--- src/rtl/gpfdp_pkg.sv ---
`default_nettype none
// ----------------------------------------------------------------------------
// gpfdp_pkg
// Shared types and constants for the GPIO pin function/data/pull port.
// ----------------------------------------------------------------------------
package gpfdp_pkg;

  localparam int NUM_BANKS = 9;

  localparam int CMD_W    = 3;
  localparam int PIN_W    = 9;
  localparam int VALUE_W  = 4;
  localparam int WORD_W   = 32;
  localparam int BANK_W   = PIN_W - 5;

  localparam int FUNC_DEPTH = NUM_BANKS * 4;
  localparam int DATA_DEPTH = NUM_BANKS;
  localparam int PULL_DEPTH = NUM_BANKS * 2;

  localparam int FUNC_AW = $clog2(FUNC_DEPTH);
  localparam int DATA_AW = (DATA_DEPTH > 1) ? $clog2(DATA_DEPTH) : 1;
  localparam int PULL_AW = $clog2(PULL_DEPTH);

  typedef enum logic [CMD_W-1:0] {
    CMD_SET_FUNC  = 3'd0,
    CMD_GET_FUNC  = 3'd1,
    CMD_WRITE_BIT = 3'd2,
    CMD_SET_PULL  = 3'd3,
    CMD_READ_BIT  = 3'd4
  } cmd_t;

  typedef enum logic {
    ST_IDLE   = 1'b0,
    ST_MODIFY = 1'b1
  } state_t;

  localparam logic STATUS_OK        = 1'b0;
  localparam logic STATUS_BAD_PIN   = 1'b1;

endpackage : gpfdp_pkg
`default_nettype wire

--- src/rtl/gpio_pin_function_data_pull_port.sv ---
`default_nettype none
// ----------------------------------------------------------------------------
// gpio_pin_function_data_pull_port
// Per-pin function, output data and pull storage for a banked GPIO port.
// ----------------------------------------------------------------------------
// Usage:
//   Command channel: drive in_command, in_pin and in_value and raise start.
//   The command is taken at a rising edge where start is high and busy is
//   low. Each command produces exactly one result: out_valid pulses for one
//   cycle with out_read_value and out_status on the result ports.
//   Timing: the command edge reads the addressed words from the function,
//   data and pull memories (synchronous read). The next cycle merges the
//   field, writes the word back and registers the result, which appears in
//   the cycle after that. No new command is taken during the write-back,
//   as set by the read-then-write pass through the single-port memories.
//   busy is high during the write-back cycle only, so a following read
//   sees the update.
//   The receiver cannot stall; results must be taken when shown.
//   Reset (rst_n low, synchronous) clears the per-entry valid bits, so every
//   field reads as zero afterwards, and drops any command in progress.
// ----------------------------------------------------------------------------
module gpio_pin_function_data_pull_port (
  input  wire                              clk,
  input  wire                              rst_n,
  input  wire                              start,
  output logic                             busy,
  input  wire [gpfdp_pkg::CMD_W-1:0]       in_command,
  input  wire [gpfdp_pkg::PIN_W-1:0]       in_pin,
  input  wire [gpfdp_pkg::VALUE_W-1:0]     in_value,
  output logic                             out_valid,
  output logic [gpfdp_pkg::VALUE_W-1:0]    out_read_value,
  output logic                             out_status
);
  import gpfdp_pkg::*;

  // Memories
  logic [WORD_W-1:0] func_mem [FUNC_DEPTH];
  logic [WORD_W-1:0] data_mem [DATA_DEPTH];
  logic [WORD_W-1:0] pull_mem [PULL_DEPTH];

  logic [FUNC_DEPTH-1:0] func_vld_r;
  logic [DATA_DEPTH-1:0] data_vld_r;
  logic [PULL_DEPTH-1:0] pull_vld_r;

  state_t state_r, state_nxt;

  logic                accept;
  logic [BANK_W-1:0]   in_bank;
  logic                in_ok;
  logic [FUNC_AW-1:0]  in_func_idx;
  logic [DATA_AW-1:0]  in_data_idx;
  logic [PULL_AW-1:0]  in_pull_idx;

  // Captured command
  logic [CMD_W-1:0]    cmd_r;
  logic [PIN_W-1:0]    pin_r;
  logic [VALUE_W-1:0]  value_r;
  logic                ok_r;

  logic [WORD_W-1:0]   func_rd_r, data_rd_r, pull_rd_r;
  logic                func_rv_r, data_rv_r, pull_rv_r;

  logic [FUNC_AW-1:0]  func_idx;
  logic [DATA_AW-1:0]  data_idx;
  logic [PULL_AW-1:0]  pull_idx;
  logic [4:0]          num;
  logic [WORD_W-1:0]   func_word, data_word, pull_word;
  logic [WORD_W-1:0]   func_new, data_new, pull_new;
  logic                func_we, data_we, pull_we;
  logic [VALUE_W-1:0]  rd_value;

  logic                out_valid_r, out_valid_nxt;
  logic [VALUE_W-1:0]  out_read_value_r;
  logic                out_status_r;

  // Address decode for the incoming command
  assign accept  = start && !busy;
  assign in_bank = in_pin[PIN_W-1:5];
  assign in_ok   = ({1'b0, in_bank} < (BANK_W+1)'(NUM_BANKS));

  always_comb begin
    logic [BANK_W+1:0] fi_full;
    logic [BANK_W:0]   pi_full;
    fi_full     = {in_bank, in_pin[4:3]};
    pi_full     = {in_bank, in_pin[4]};
    in_func_idx = fi_full[FUNC_AW-1:0];
    in_data_idx = in_bank[DATA_AW-1:0];
    in_pull_idx = pi_full[PULL_AW-1:0];
  end

  // State machine
  always_ff @(posedge clk) begin
    if (!rst_n) begin
      state_r <= ST_IDLE;
    end else begin
      state_r <= state_nxt;
    end
  end

  always_comb begin
    state_nxt     = state_r;
    busy          = 1'b0;
    out_valid_nxt = 1'b0;
    case (state_r)
      ST_IDLE: begin
        if (start) begin
          state_nxt = ST_MODIFY;
        end
      end
      ST_MODIFY: begin
        busy          = 1'b1;
        out_valid_nxt = 1'b1;
        state_nxt     = ST_IDLE;
      end
      default: begin
        state_nxt = ST_IDLE;
      end
    endcase
  end

  // Capture the command and read the addressed words
  always_ff @(posedge clk) begin
    if (accept) begin
      cmd_r   <= in_command;
      pin_r   <= in_pin;
      value_r <= in_value;
      ok_r    <= in_ok;
      if (in_ok) begin
        func_rd_r <= func_mem[in_func_idx];
        data_rd_r <= data_mem[in_data_idx];
        pull_rd_r <= pull_mem[in_pull_idx];
        func_rv_r <= func_vld_r[in_func_idx];
        data_rv_r <= data_vld_r[in_data_idx];
        pull_rv_r <= pull_vld_r[in_pull_idx];
      end
    end
  end

  // Modify
  always_comb begin
    logic [BANK_W+1:0] fi_full;
    logic [BANK_W:0]   pi_full;
    num       = pin_r[4:0];
    fi_full   = {pin_r[PIN_W-1:5], num[4:3]};
    pi_full   = {pin_r[PIN_W-1:5], num[4]};
    func_idx  = fi_full[FUNC_AW-1:0];
    data_idx  = pin_r[DATA_AW+4:5];
    pull_idx  = pi_full[PULL_AW-1:0];

    // Entries never written since reset read as zero
    func_word = func_rv_r ? func_rd_r : '0;
    data_word = data_rv_r ? data_rd_r : '0;
    pull_word = pull_rv_r ? pull_rd_r : '0;

    func_new = func_word;
    func_new[{num[2:0], 2'b00} +: 4] = value_r;
    data_new = data_word;
    data_new[num] = (value_r != '0);
    pull_new = pull_word;
    pull_new[{num[3:0], 1'b0} +: 2] = value_r[1:0];

    func_we  = 1'b0;
    data_we  = 1'b0;
    pull_we  = 1'b0;
    rd_value = '0;
    if (state_r == ST_MODIFY && ok_r) begin
      case (cmd_r)
        CMD_SET_FUNC:  func_we  = 1'b1;
        CMD_GET_FUNC:  rd_value = func_word[{num[2:0], 2'b00} +: 4];
        CMD_WRITE_BIT: data_we  = 1'b1;
        CMD_SET_PULL:  pull_we  = 1'b1;
        CMD_READ_BIT:  rd_value = {{(VALUE_W-1){1'b0}}, data_word[num]};
        default:       rd_value = '0;
      endcase
    end
  end

  // Write back
  always_ff @(posedge clk) begin
    if (func_we) begin
      func_mem[func_idx] <= func_new;
    end
    if (data_we) begin
      data_mem[data_idx] <= data_new;
    end
    if (pull_we) begin
      pull_mem[pull_idx] <= pull_new;
    end
  end

  always_ff @(posedge clk) begin
    if (!rst_n) begin
      func_vld_r <= '0;
      data_vld_r <= '0;
      pull_vld_r <= '0;
    end else begin
      if (func_we) begin
        func_vld_r[func_idx] <= 1'b1;
      end
      if (data_we) begin
        data_vld_r[data_idx] <= 1'b1;
      end
      if (pull_we) begin
        pull_vld_r[pull_idx] <= 1'b1;
      end
    end
  end

  // Result register
  always_ff @(posedge clk) begin
    if (!rst_n) begin
      out_valid_r <= 1'b0;
    end else begin
      out_valid_r <= out_valid_nxt;
    end
  end

  always_ff @(posedge clk) begin
    if (out_valid_nxt) begin
      out_read_value_r <= rd_value;
      out_status_r     <= ok_r ? STATUS_OK : STATUS_BAD_PIN;
    end
  end

  assign out_valid      = out_valid_r;
  assign out_read_value = out_read_value_r;
  assign out_status     = out_status_r;

`ifndef SYNTHESIS
  a_accept_busy: assert property (@(posedge clk) disable iff (!rst_n)
    accept |=> busy)
    else $error("accepted command did not enter write-back");

  a_busy_result: assert property (@(posedge clk) disable iff (!rst_n)
    busy |=> out_valid && !busy)
    else $error("write-back not followed by a single result");

  a_bad_pin_zero: assert property (@(posedge clk) disable iff (!rst_n)
    out_valid && out_status |-> out_read_value == '0)
    else $error("out-of-range pin returned nonzero read value");

  a_no_write_bad_pin: assert property (@(posedge clk) disable iff (!rst_n)
    (func_we || data_we || pull_we) |-> ok_r)
    else $error("memory written for out-of-range pin");
`endif

endmodule : gpio_pin_function_data_pull_port
`default_nettype wire
--- config.mk ---
export PLATFORM = sky130hd
export DESIGN_NAME = gpio_pin_function_data_pull_port
export DESIGN_NICKNAME = d
export VERILOG_FILES = /design/src/rtl/gpfdp_pkg.sv /design/src/rtl/gpio_pin_function_data_pull_port.sv
export SDC_FILE = /design/constraint.sdc
export NUM_CORES = 1
export LEC_CHECK = 0
export BUFFER_PORTS_ARGS = -buffer_cell sky130_fd_sc_hd__buf_2
export CAP_MARGIN = 10
export CORE_ASPECT_RATIO = 0.7
export CORE_MARGIN = 2
export CORE_UTILIZATION = 30
export CTS_BUF_LIST = sky130_fd_sc_hd__clkbuf_8
export CTS_CLUSTER_SIZE = 14
export DETAILED_ROUTE_END_ITERATION = 8
export GPL_TIMING_DRIVEN = 0
export PLACE_DENSITY = 0.53
export SLEW_MARGIN = 25
export SYNTH_ARGS = -nofsm -noshare
export SYNTH_HDL_FRONTEND = slang
export SYNTH_SLANG_ARGS = --single-unit
--- constraint.sdc ---
create_clock -name clk -period 6.26 [get_ports clk]
set_clock_uncertainty 0.1 [all_clocks]
set_input_delay 0.626 -clock clk [delete_from_list [all_inputs] [get_ports clk]]
set_output_delay 0.626 -clock clk [all_outputs]
set_load 0.05 [all_outputs]
# After elaboration in Yosys (flattened, before gate mapping)
# Memories as Yosys holds them, arrays and structs flattened. A register that Yosys moved wholly into a read port is not among the register bits.
# Index checks and enable logic that the tools add are counted.
totals:
  input_bits: 19
  memories: 2
  ff_bits: 71
  ramBits: 1440
classes:
  mux: 29
  bitwise_logic: 3
  eq_ne: 3
  magnitude_cmp: 9
  n_addsub: 1
  n_reduce_logical: 9
  shifts: 3
memory_table:
  columns: ["memory", "words", "word_bits", "rd", "rd_ports_with_merged_regs", "wr", "line", "text"]
  rows:
  - ["func_mem", 36, 32, 1, 1, 1, "gpio_pin_function_data_pull_port.sv:37", "logic [WORD_W-1:0] func_mem [FUNC_DEPTH];"]
  - ["data_mem", 9, 32, 1, 1, 1, "gpio_pin_function_data_pull_port.sv:38", "logic [WORD_W-1:0] data_mem [DATA_DEPTH];"]
op_table:
  columns: ["cell", "n"]
  rows:
  - ["32-bit bitwise mux", 2]
  - ["32-bit two-way mux", 2]
  - ["36-bit bitwise OR", 1]
  - ["4-bit by 7-bit variable shift with 32-bit output (first input constant)", 1]
  - ["32-bit by 6-bit indexed part select with 4-bit output", 1]
  - ["4-bit by 7-bit indexed part select with 32-bit output", 1]
  - ["1-bit two-way mux", 17]
  - ["6-bit by 7-bit < comparator with 1-bit output (second input constant)", 2]
  - ["4-bit by 5-bit < comparator with 1-bit output (second input constant)", 2]
  - ["9-bit bitwise OR", 1]
  - ["4-bit one-hot mux with 2 select lines", 1]
  - ["5-bit negator with 7-bit output", 1]
  - ["1-bit binary-select mux with 6-bit select", 1]
  - ["1-bit demux with 6-bit select", 1]
  - ["6-bit by 1-bit greater-or-equal comparator with 1-bit output (second input constant)", 1]
  - ["5-bit by 6-bit < comparator with 1-bit output (second input constant)", 1]
  - ["1-bit binary-select mux with 5-bit select", 1]
  - ["1-bit demux with 5-bit select", 1]
  - ["5-bit by 1-bit greater-or-equal comparator with 1-bit output (second input constant)", 1]
  - ["1-bit logical AND", 5]
  - ["1-bit binary-select mux with 4-bit select", 1]
  - ["1-bit demux with 4-bit select", 1]
  - ["4-bit by 1-bit greater-or-equal comparator with 1-bit output (second input constant)", 1]
  - ["4-bit < comparator (second input constant)", 1]
  - ["other kinds (9)", 9]

# Longest topological paths before layout
# Gate-level depths: netlist of the first run.
logic_depth:
  word_depth: 5
  mapped_depth: 11

# Least setup slack after synthesis of the first run
# Ideal clock, no wire load.
synth_timing:
  path_kind: "reg2reg"
  startpoint: "reg pin_r[0]"
  endpoint: "mem func_mem[0][16] (data pin)"
  setup_slack_ns: 1.856
  synth_period_minus_slack_ns: 4.404
  n_path_buf: 4
  required_ns: 5.661
  t_arrival_ns: 3.805
  stages_incl_launch_ff: 11
  path_cell_list: "edfxtp_1 buf_2 buf_2 buf_2 inv_1 ha_1 ha_1 clkbuf_1 nor4b_1 o21ai_1 o31ai_1"
synth_via:
  elab_chain_len: 3
synth_rtl:
  columns: ["item", "line", "text"]
  rows:
  - ["start: declaration", "gpio_pin_function_data_pull_port.sv:56", "logic [PIN_W-1:0] pin_r;"]
  - ["start signal: assignment", "gpio_pin_function_data_pull_port.sv:125", "pin_r <= in_pin;"]
  - ["5-bit negator with 7-bit output (*)", "gpio_pin_function_data_pull_port.sv:156", "func_new[{num[2:0], 2'b00} +: 4] = value_r;"]
  - ["4-bit by 7-bit indexed part select with 32-bit output / 4-bit by 7-bit variable shift with 32-bit output (equally long branches)", "gpio_pin_function_data_pull_port.sv:156", null]
  - ["32-bit bitwise mux (*)", "gpio_pin_function_data_pull_port.sv:156", null]
  - ["via func_new[16]", "gpio_pin_function_data_pull_port.sv:68", "logic [WORD_W-1:0] func_new, data_new, pull_new;"]
  - ["end: declaration", "gpio_pin_function_data_pull_port.sv:37", null]
# Mark *: on every way through the listed nets, which the timed path passes. The rest lies on a longest branch.

# Final worst setup path of the first run
layout_timing:
  startpoint: "reg pin_r[0]"
  endpoint: "mem func_mem[19][17] (data pin)"
# Same word-level chain as after synthesis.

==> run metrics, run 1 <==
largest fanout on the critical path 19; Layout area overhead 19.2%; final period demand of the worst path 4.81 ns; flop and latch count out of synthesis 1575; Final WS setup 1.45 ns; Crit Reg-Reg Startpoint pin_r[0]; critical setup path kind flop to flop; Top cell by count, worst path buf_2; RSZ-0062 raised after global routing no; Die X-Extent 541 um; max_slew headroom 22.1%; IO Count 26; CP arrival 5.49 ns; Setup Buffers After CTS 0; dpl ws 1.54 ns; Final Util 36.1%; Synth Warn # 0; die area 205000 um2; Finished Layout Cells 6059; drt wl/cell 28.9 um; pin count of the biggest net entering global routing 41; setup_tns 0 ns; synthesized cell area 60500 um2; Synth area leaders edfxtp_1, mux4_2, dfxtp_1; share of the synthesized area in the top cell type 75.8%; critical path, cell by cell buf_2, buf_2, buf_2, inv_1, ha_1, ha_1, clkbuf_1, nor4b_1, o21ai_1, o31ai_4, buf_8; Antenna Nets Post-Route 0; GRT Resource Usage Total 16.9%; status completed; H-tree lvl count 4; DRC 0; via count 31500; delay-heaviest family, CP buffers and inverters; Achievable Freq 208 MHz; Die Ht 380 um; layout cell share with drive strength beyond 1 29.1%; crit-path max cell delay 0.79 ns; Most used DFF post-synth edfxtp_1; placed cell area 67600 um2; CP required 6.94 ns; CTS tree yes; core area 200000 um2; final period utilization 76.8%; Clock Path Buffers 3; Num CTS Buffers 233; path type of the worst min-delay path input port to flop; Worst Tran Pin Value 1.17 ns; Hold Fails Final Rpt 0; Final setup viols 0; CP startpoint kind flop; leakage power 22.8 nW; register area share after synthesis 77.4%; Cells after DPL 5598; Post-synth EDFFs 1528; hold depth 2; clock root buffer clkbuf_8; Synthesized Nets 2833; reg2reg end func_mem[19][17]; clock-pin slew on the worst setup and hold paths 0.07 ns; most numerous cell in the Yosys netlist edfxtp_1; drt first-iter violations 4285; asr flop ratio synth 0%; clk sinks 1575; Pwr Density 287 nW/um2; post-synthesis average cell area 21.6 um2; number of distinct library cells after synthesis 42; FF-to-FF setup slack 1.45 ns; starting density of the core 30.3%; Max Cap Viol 0; Syn Inst Count 2808; critical path buffer and inverter count 6; hold path startpoint rst_n; dpl hpwl 119000 um; Post-layout nets 3235; slowest stage cell, crit path o31ai_4; final WL 175000 um; global-route wire length before repair 244000 um; Remaining Overflow, GRT 0; worst skew pair latency 0.98 ns; post-route cell area 72100 um2; Slew Viols, Final 0; site row count 137; reg2reg path depth 11; CP endpoint kind flop; 1st-pass router iterations 5; Hold Crit Endpoint func_vld_r[35]; number of port buffers 24; Via-to-Cell Ratio 5.21; number of antenna violations at the first check in global routing 8; vias in the first global route 30700; area leader, netlist edfxtp_1; Max IR drop VDD 0.165 mV; Final Wtd Congestion 0.846; Commonest cells post-synth edfxtp_1, mux4_2, a21oi_1, nand2_1, nand3_1
==> where the power goes <==
group | switching (mW) | internal (mW) | leakage, nW
clock network | 4.13 | 3.71 | 2.48
registers | 0.0310 | 11.6 | 14.4
logic | 0.770 | 0.434 | 5.94
total | 4.93 | 15.8 | 22.8
==> flip-flops by register name (all words and copies together) (netlist names), 3 cells and up <==
name            count
func_mem         1152
data_mem          288
func_vld_r         36
data_rd_r          32
func_rd_r          32
data_vld_r          9
pin_r               9
out_read_value      4
value_r             4
cmd_r               3
==> placed cells by master (no fill, tap or decap), types with 18 or more instances in the layout <==
| master | synthesis | routed |
|---|---|---|
| nand3_1 | 80 | 80 |
| nand2_1 | 94 | 94 |
| clkbuf_1 | 74 | 61 |
| o21ai_4 | 0 | 28 |
| clkbuf_8 | 0 | 236 |
| o21ai_1 | 40 | 49 |
| clkinv_2 | 0 | 20 |
| dfxtp_1 | 47 | 47 |
| dlygate4sd3_1 | 0 | 18 |
| buf_12 | 0 | 41 |
| mux2i_1 | 61 | 61 |
| o21a_1 | 46 | 46 |
| a22o_1 | 28 | 28 |
| o22ai_1 | 30 | 30 |
| buf_16 | 0 | 70 |
| nor2_4 | 0 | 45 |
| buf_2 | 40 | 67 |
| mux4_2 | 398 | 398 |
| a21oi_1 | 94 | 94 |
| buf_6 | 15 | 19 |
| clkinv_1 | 1 | 74 |
| edfxtp_1 | 1528 | 1528 |
| o21ai_0 | 58 | 21 |
| inv_1 | 9 | 94 |
| nor2_1 | 67 | 22 |
==> per-stage QoR <==
stage	total power [mW]	hold slack (ns)
after floorplan	12.5	0.335
after global placement	13.0	0.341
after detailed placement	13.1	0.349
after CTS	20.8	0.0561
after global routing	21.3	0.111
final	20.7	0.122
==> worst reg2reg max path, stage by stage (launching register included) <==
cell and delay [ns]:
edfxtp_1 0.45, buf_2 0.35, buf_2 0.49, buf_2 0.35, inv_1 0.21, ha_1 0.34
ha_1 0.22, clkbuf_1 0.31, nor4b_1 0.34, o21ai_1 0.38, o31ai_4 0.79, buf_8 0.26
==> routing by layer <==
metal | GRT usage, % | part of all wire, % | up-vias
met1 | 26.3 | 46 | 17000
met4 | 4.53 | 2.2 | 0
met2 | 23.4 | 42 | 1575
li1 | - | - | 12700
met3 | 3.95 | 9.5 | 257
met5 | 0 | 0 | -
==> worst max-delay path by stage <==
stage              from               end  depth (start not counted)
2_1_floorplan  pin_r[0]   func_mem[0][16]                         10
3_3_place_gp   pin_r[1]  func_mem[10][23]                          8
3_5_place_dp   pin_r[0]  func_mem[19][17]                         11
4_1_cts        pin_r[0]  func_mem[23][17]                         11
5_1_grt        pin_r[0]  func_mem[19][17]                         11
6_report       pin_r[0]  func_mem[19][17]                         11
==> cells by family after synthesis <==
kind of cell,Yosys count,synth area share (%)
AO/OA/AOI/OAI,321,3.22
buffers and inverters,164,1.36
adder cells (fa/ha/maj),6,0.124
flip-flops,1575,77.4
multiplexers,459,15.8
AND/OR/NAND/NOR,283,2.11
==> area by class of cell <==
| type | instances | area, um2 |
|---|---|---|
| Sequential cell | 1575 | 46800 |
| Multi-Input combinational cell | 1069 | 13600 |
| Fill cell | 18300 | 128000 |
| Inverter | 11 | 41.3 |
| Timing Repair Buffer | 167 | 3240 |
| Tap cell | 2641 | 3300 |
| Clock buffer | 236 | 3250 |
| Clock inverter | 200 | 1040 |
| Buffer | 153 | 802 |
| Antenna cell | 7 | 17.5 |
==> what timing repair did <==
item	CTS	global route
hold buffers	18	0
hold endpoints to repair	32	0
resized for setup	0	0
Note: power is estimated with default switching activity, not from simulation.
==> inputs of run 2 (changes only) <==
==> constraint.sdc (replaced) <==
create_clock -name clk -period 4.75 [get_ports clk]
set_clock_uncertainty 0.1 [all_clocks]
set_input_delay 0.475 -clock clk [delete_from_list [all_inputs] [get_ports clk]]
set_output_delay 0.475 -clock clk [all_outputs]
set_load 0.05 [all_outputs]
==> run 2 against run 1 <==
Net effect:
- combinational power rose by 33%
- global-route usage barely moved
- via count fell by 0.56%
- die area did not move
- total power rose by 32%
- critical path depth fell by 3
- critical path type unchanged
- largest power group unchanged
==> run metrics, run 2 (synthesis gave the netlist of run 1 again) <==
status completed (unchanged); Via-to-Cell Ratio 5.17 (was 5.21); Crit Reg-Reg Startpoint pin_r[1] (was pin_r[0]); max_slew headroom 24.4% (was 22.1%); DRC 0 (unchanged); sequential standard cell area 46800 um2 (unchanged); Hold Fails Final Rpt 0 (unchanged); GRT Resource Usage Total 16.9% (about the same); drt first-iter violations 4109 (was 4285); FF-to-FF setup slack 0.25 ns (was 1.45 ns); final period utilization 94.7% (was 76.8%); Final setup viols 0 (unchanged); largest register by flop count func_mem (unchanged); final WL 175000 um (about the same); Achievable Freq 222 MHz (was 208 MHz); filler instances 18300 (about the same); most frequent cells in the layout edfxtp_1, mux4_2, clkbuf_8 (unchanged); Max Cap Viol 0 (unchanged); RSZ-0062 raised after global routing no (unchanged); CP arrival 5.22 ns (was 5.49 ns); Clock Path Buffers 3 (unchanged); leakage power 22.8 nW (about the same); Largest register FFs 1152 (unchanged); Worst setup endpoint func_mem[1][7] (was func_mem[19][17]); Finished Layout Cells 6062 (was 6059); CP startpoint kind flop (unchanged); Final Power 27.3 mW (was 20.7 mW); Die X-Extent 541 um (unchanged); Largest regs func_mem: 1152 flops, data_mem: 288 flops, func_vld_r: 36 flops (unchanged); path type of the worst min-delay path input port to flop (unchanged); worst skew pair latency 0.99 ns (was 0.98 ns); Final Util 36.1% (about the same); CP required 5.47 ns (was 6.94 ns); pin count of the biggest net entering global routing 41 (unchanged); core area 200000 um2 (unchanged); 1st-pass router iterations 7 (was 5); Cells after DPL 5598 (unchanged); via count 31400 (was 31500); area of the multi-input gates 13600 um2 (unchanged); Layout area overhead 19.3% (was 19.2%); CTS tree yes (unchanged); Slew Viols, Final 0 (unchanged); reg2reg path depth 8 (was 11); Post-layout nets 3239 (was 3235); Critical path origin pin_r[1] (was pin_r[0]); IO Count 26 (unchanged); H-tree lvl count 4 (unchanged); critical setup path kind flop to flop (unchanged); Max IR drop VDD 0.217 mV (was 0.165 mV); number of port buffers 24 (unchanged); Final Wtd Congestion 0.846 (unchanged); die area 205000 um2 (unchanged); Antenna Nets Post-Route 0 (unchanged); commonest non-fill, non-tap cell in the layout edfxtp_1 (unchanged); starting density of the core 30.3% (unchanged); clk sinks 1575 (unchanged); layout cell share with drive strength beyond 1 29.2% (was 29.1%); Worst Tran Pin Value 1.13 ns (was 1.17 ns); Num CTS Buffers 233 (unchanged); Remaining Overflow, GRT 0 (unchanged); clock root buffer clkbuf_8 (unchanged); drt wl/cell 28.9 um (about the same); number of antenna violations at the first check in global routing 9 (was 8); Die Ht 380 um (unchanged); dpl hpwl 119000 um (unchanged); largest fanout on the critical path 20 (was 19); Pwr Density 378 nW/um2 (was 287 nW/um2); clock-pin slew on the worst setup and hold paths 0.06 ns (was 0.07 ns); global-route wire length before repair 244000 um (about the same); final period demand of the worst path 4.50 ns (was 4.81 ns); site row count 137 (unchanged); reg2reg end func_mem[1][7] (was func_mem[19][17]); vias in the first global route 30800 (was 30700); CP endpoint kind flop (unchanged)
-- run 2: cell types whose count changed in the layout (fill, tap and decap cells not counted) --
cell / before / now
diode_2: 7 / 6
clkbuf_4: 0 / 1
buf_2: 67 / 66
clkbuf_1: 61 / 60
buf_12: 41 / 45
buf_4: 12 / 13
-- run 2: how the worst min path moves through the flow --
| stage | startpoint | to | slack (ns) | cells past startpoint |
|---|---|---|---|---|
| floorplan | data_vld_r[2] | data_vld_r[2] | 0.34 | 1 |
| global placement | func_vld_r[25] | func_vld_r[25] | 0.34 | 1 |
| detailed placement | data_vld_r[2] | data_vld_r[2] | 0.35 | 1 |
| CTS | in_pin[0] | pin_r[0] | 0.01 | 2 |
| global route | in_value[2] | value_r[2] | 0.06 | 2 |
| finish | in_value[1] | value_r[1] | 0.13 | 2 |
-- run 2: layout make-up --
| type | instances | share of cell area, % |
|---|---|---|
| diodes | 6 | 0.0208 |
| plain buffers | 152 | 1.11 |
| clock buffers | 236 | 4.50 |
| clock inverters | 200 | 1.45 |
| inverters | 11 | 0.0572 |
| multi-input cells | 1069 | 18.8 |
| flip-flops and latches | 1575 | 64.8 |
| well taps | 2641 | 4.58 |
| repair buffers | 172 | 4.61 |
-- run 2: stage by stage --
| stage | TNS, ns | hold slack (ns) | area [um2] | worst slack, ns |
|---|---|---|---|---|
| floorplan | 0 | 0.335 | 60500 | 0.346 |
| global placement | -4516.71 | 0.341 | 64000 | -2.78 |
| detailed placement | 0 | 0.349 | 67600 | 0.0260 |
| CTS | 0 | 0.0107 | 72200 | 0.0788 |
| global route | 0 | 0.0616 | 72200 | 0.0446 |
| finish | 0 | 0.132 | 72200 | 0.251 |
-- run 2: routing by layer --
metal | vias up | share of wire [%] | GRT usage, %
li1 | 12700 | - | -
met5 | - | 0 | 0
met3 | 253 | 9.7 | 3.93
met2 | 1564 | 42 | 23.3
met1 | 16900 | 46 | 26.3
met4 | 0 | 2.3 | 4.61
-- run 2: what timing repair did --
action	CTS	global route
pin swaps	1	2
buffers inserted	3	2
hold endpoints to repair	52	0
gates resized for setup	0	1
endpoints found under the setup margin	11	108
hold buffers	18	0
-- run 2: where the power goes --
part | internal [mW] | total [mW] | switching [mW]
Combinational | 0.583 | 1.60 | 1.02
Sequential | 15.3 | 15.4 | 0.0406
Clock | 4.89 | 10.3 | 5.44
Total | 20.8 | 27.3 | 6.50
-- run 2: worst max-delay path, stage by stage, from the launching register on --
cell and delay [ns]:
edfxtp_1 0.51, clkbuf_2 0.44, buf_2 0.35, inv_1 0.24
ha_1 0.19, clkbuf_1 0.78, nand3_1 0.73, o21ai_4 0.74
buf_16 0.23
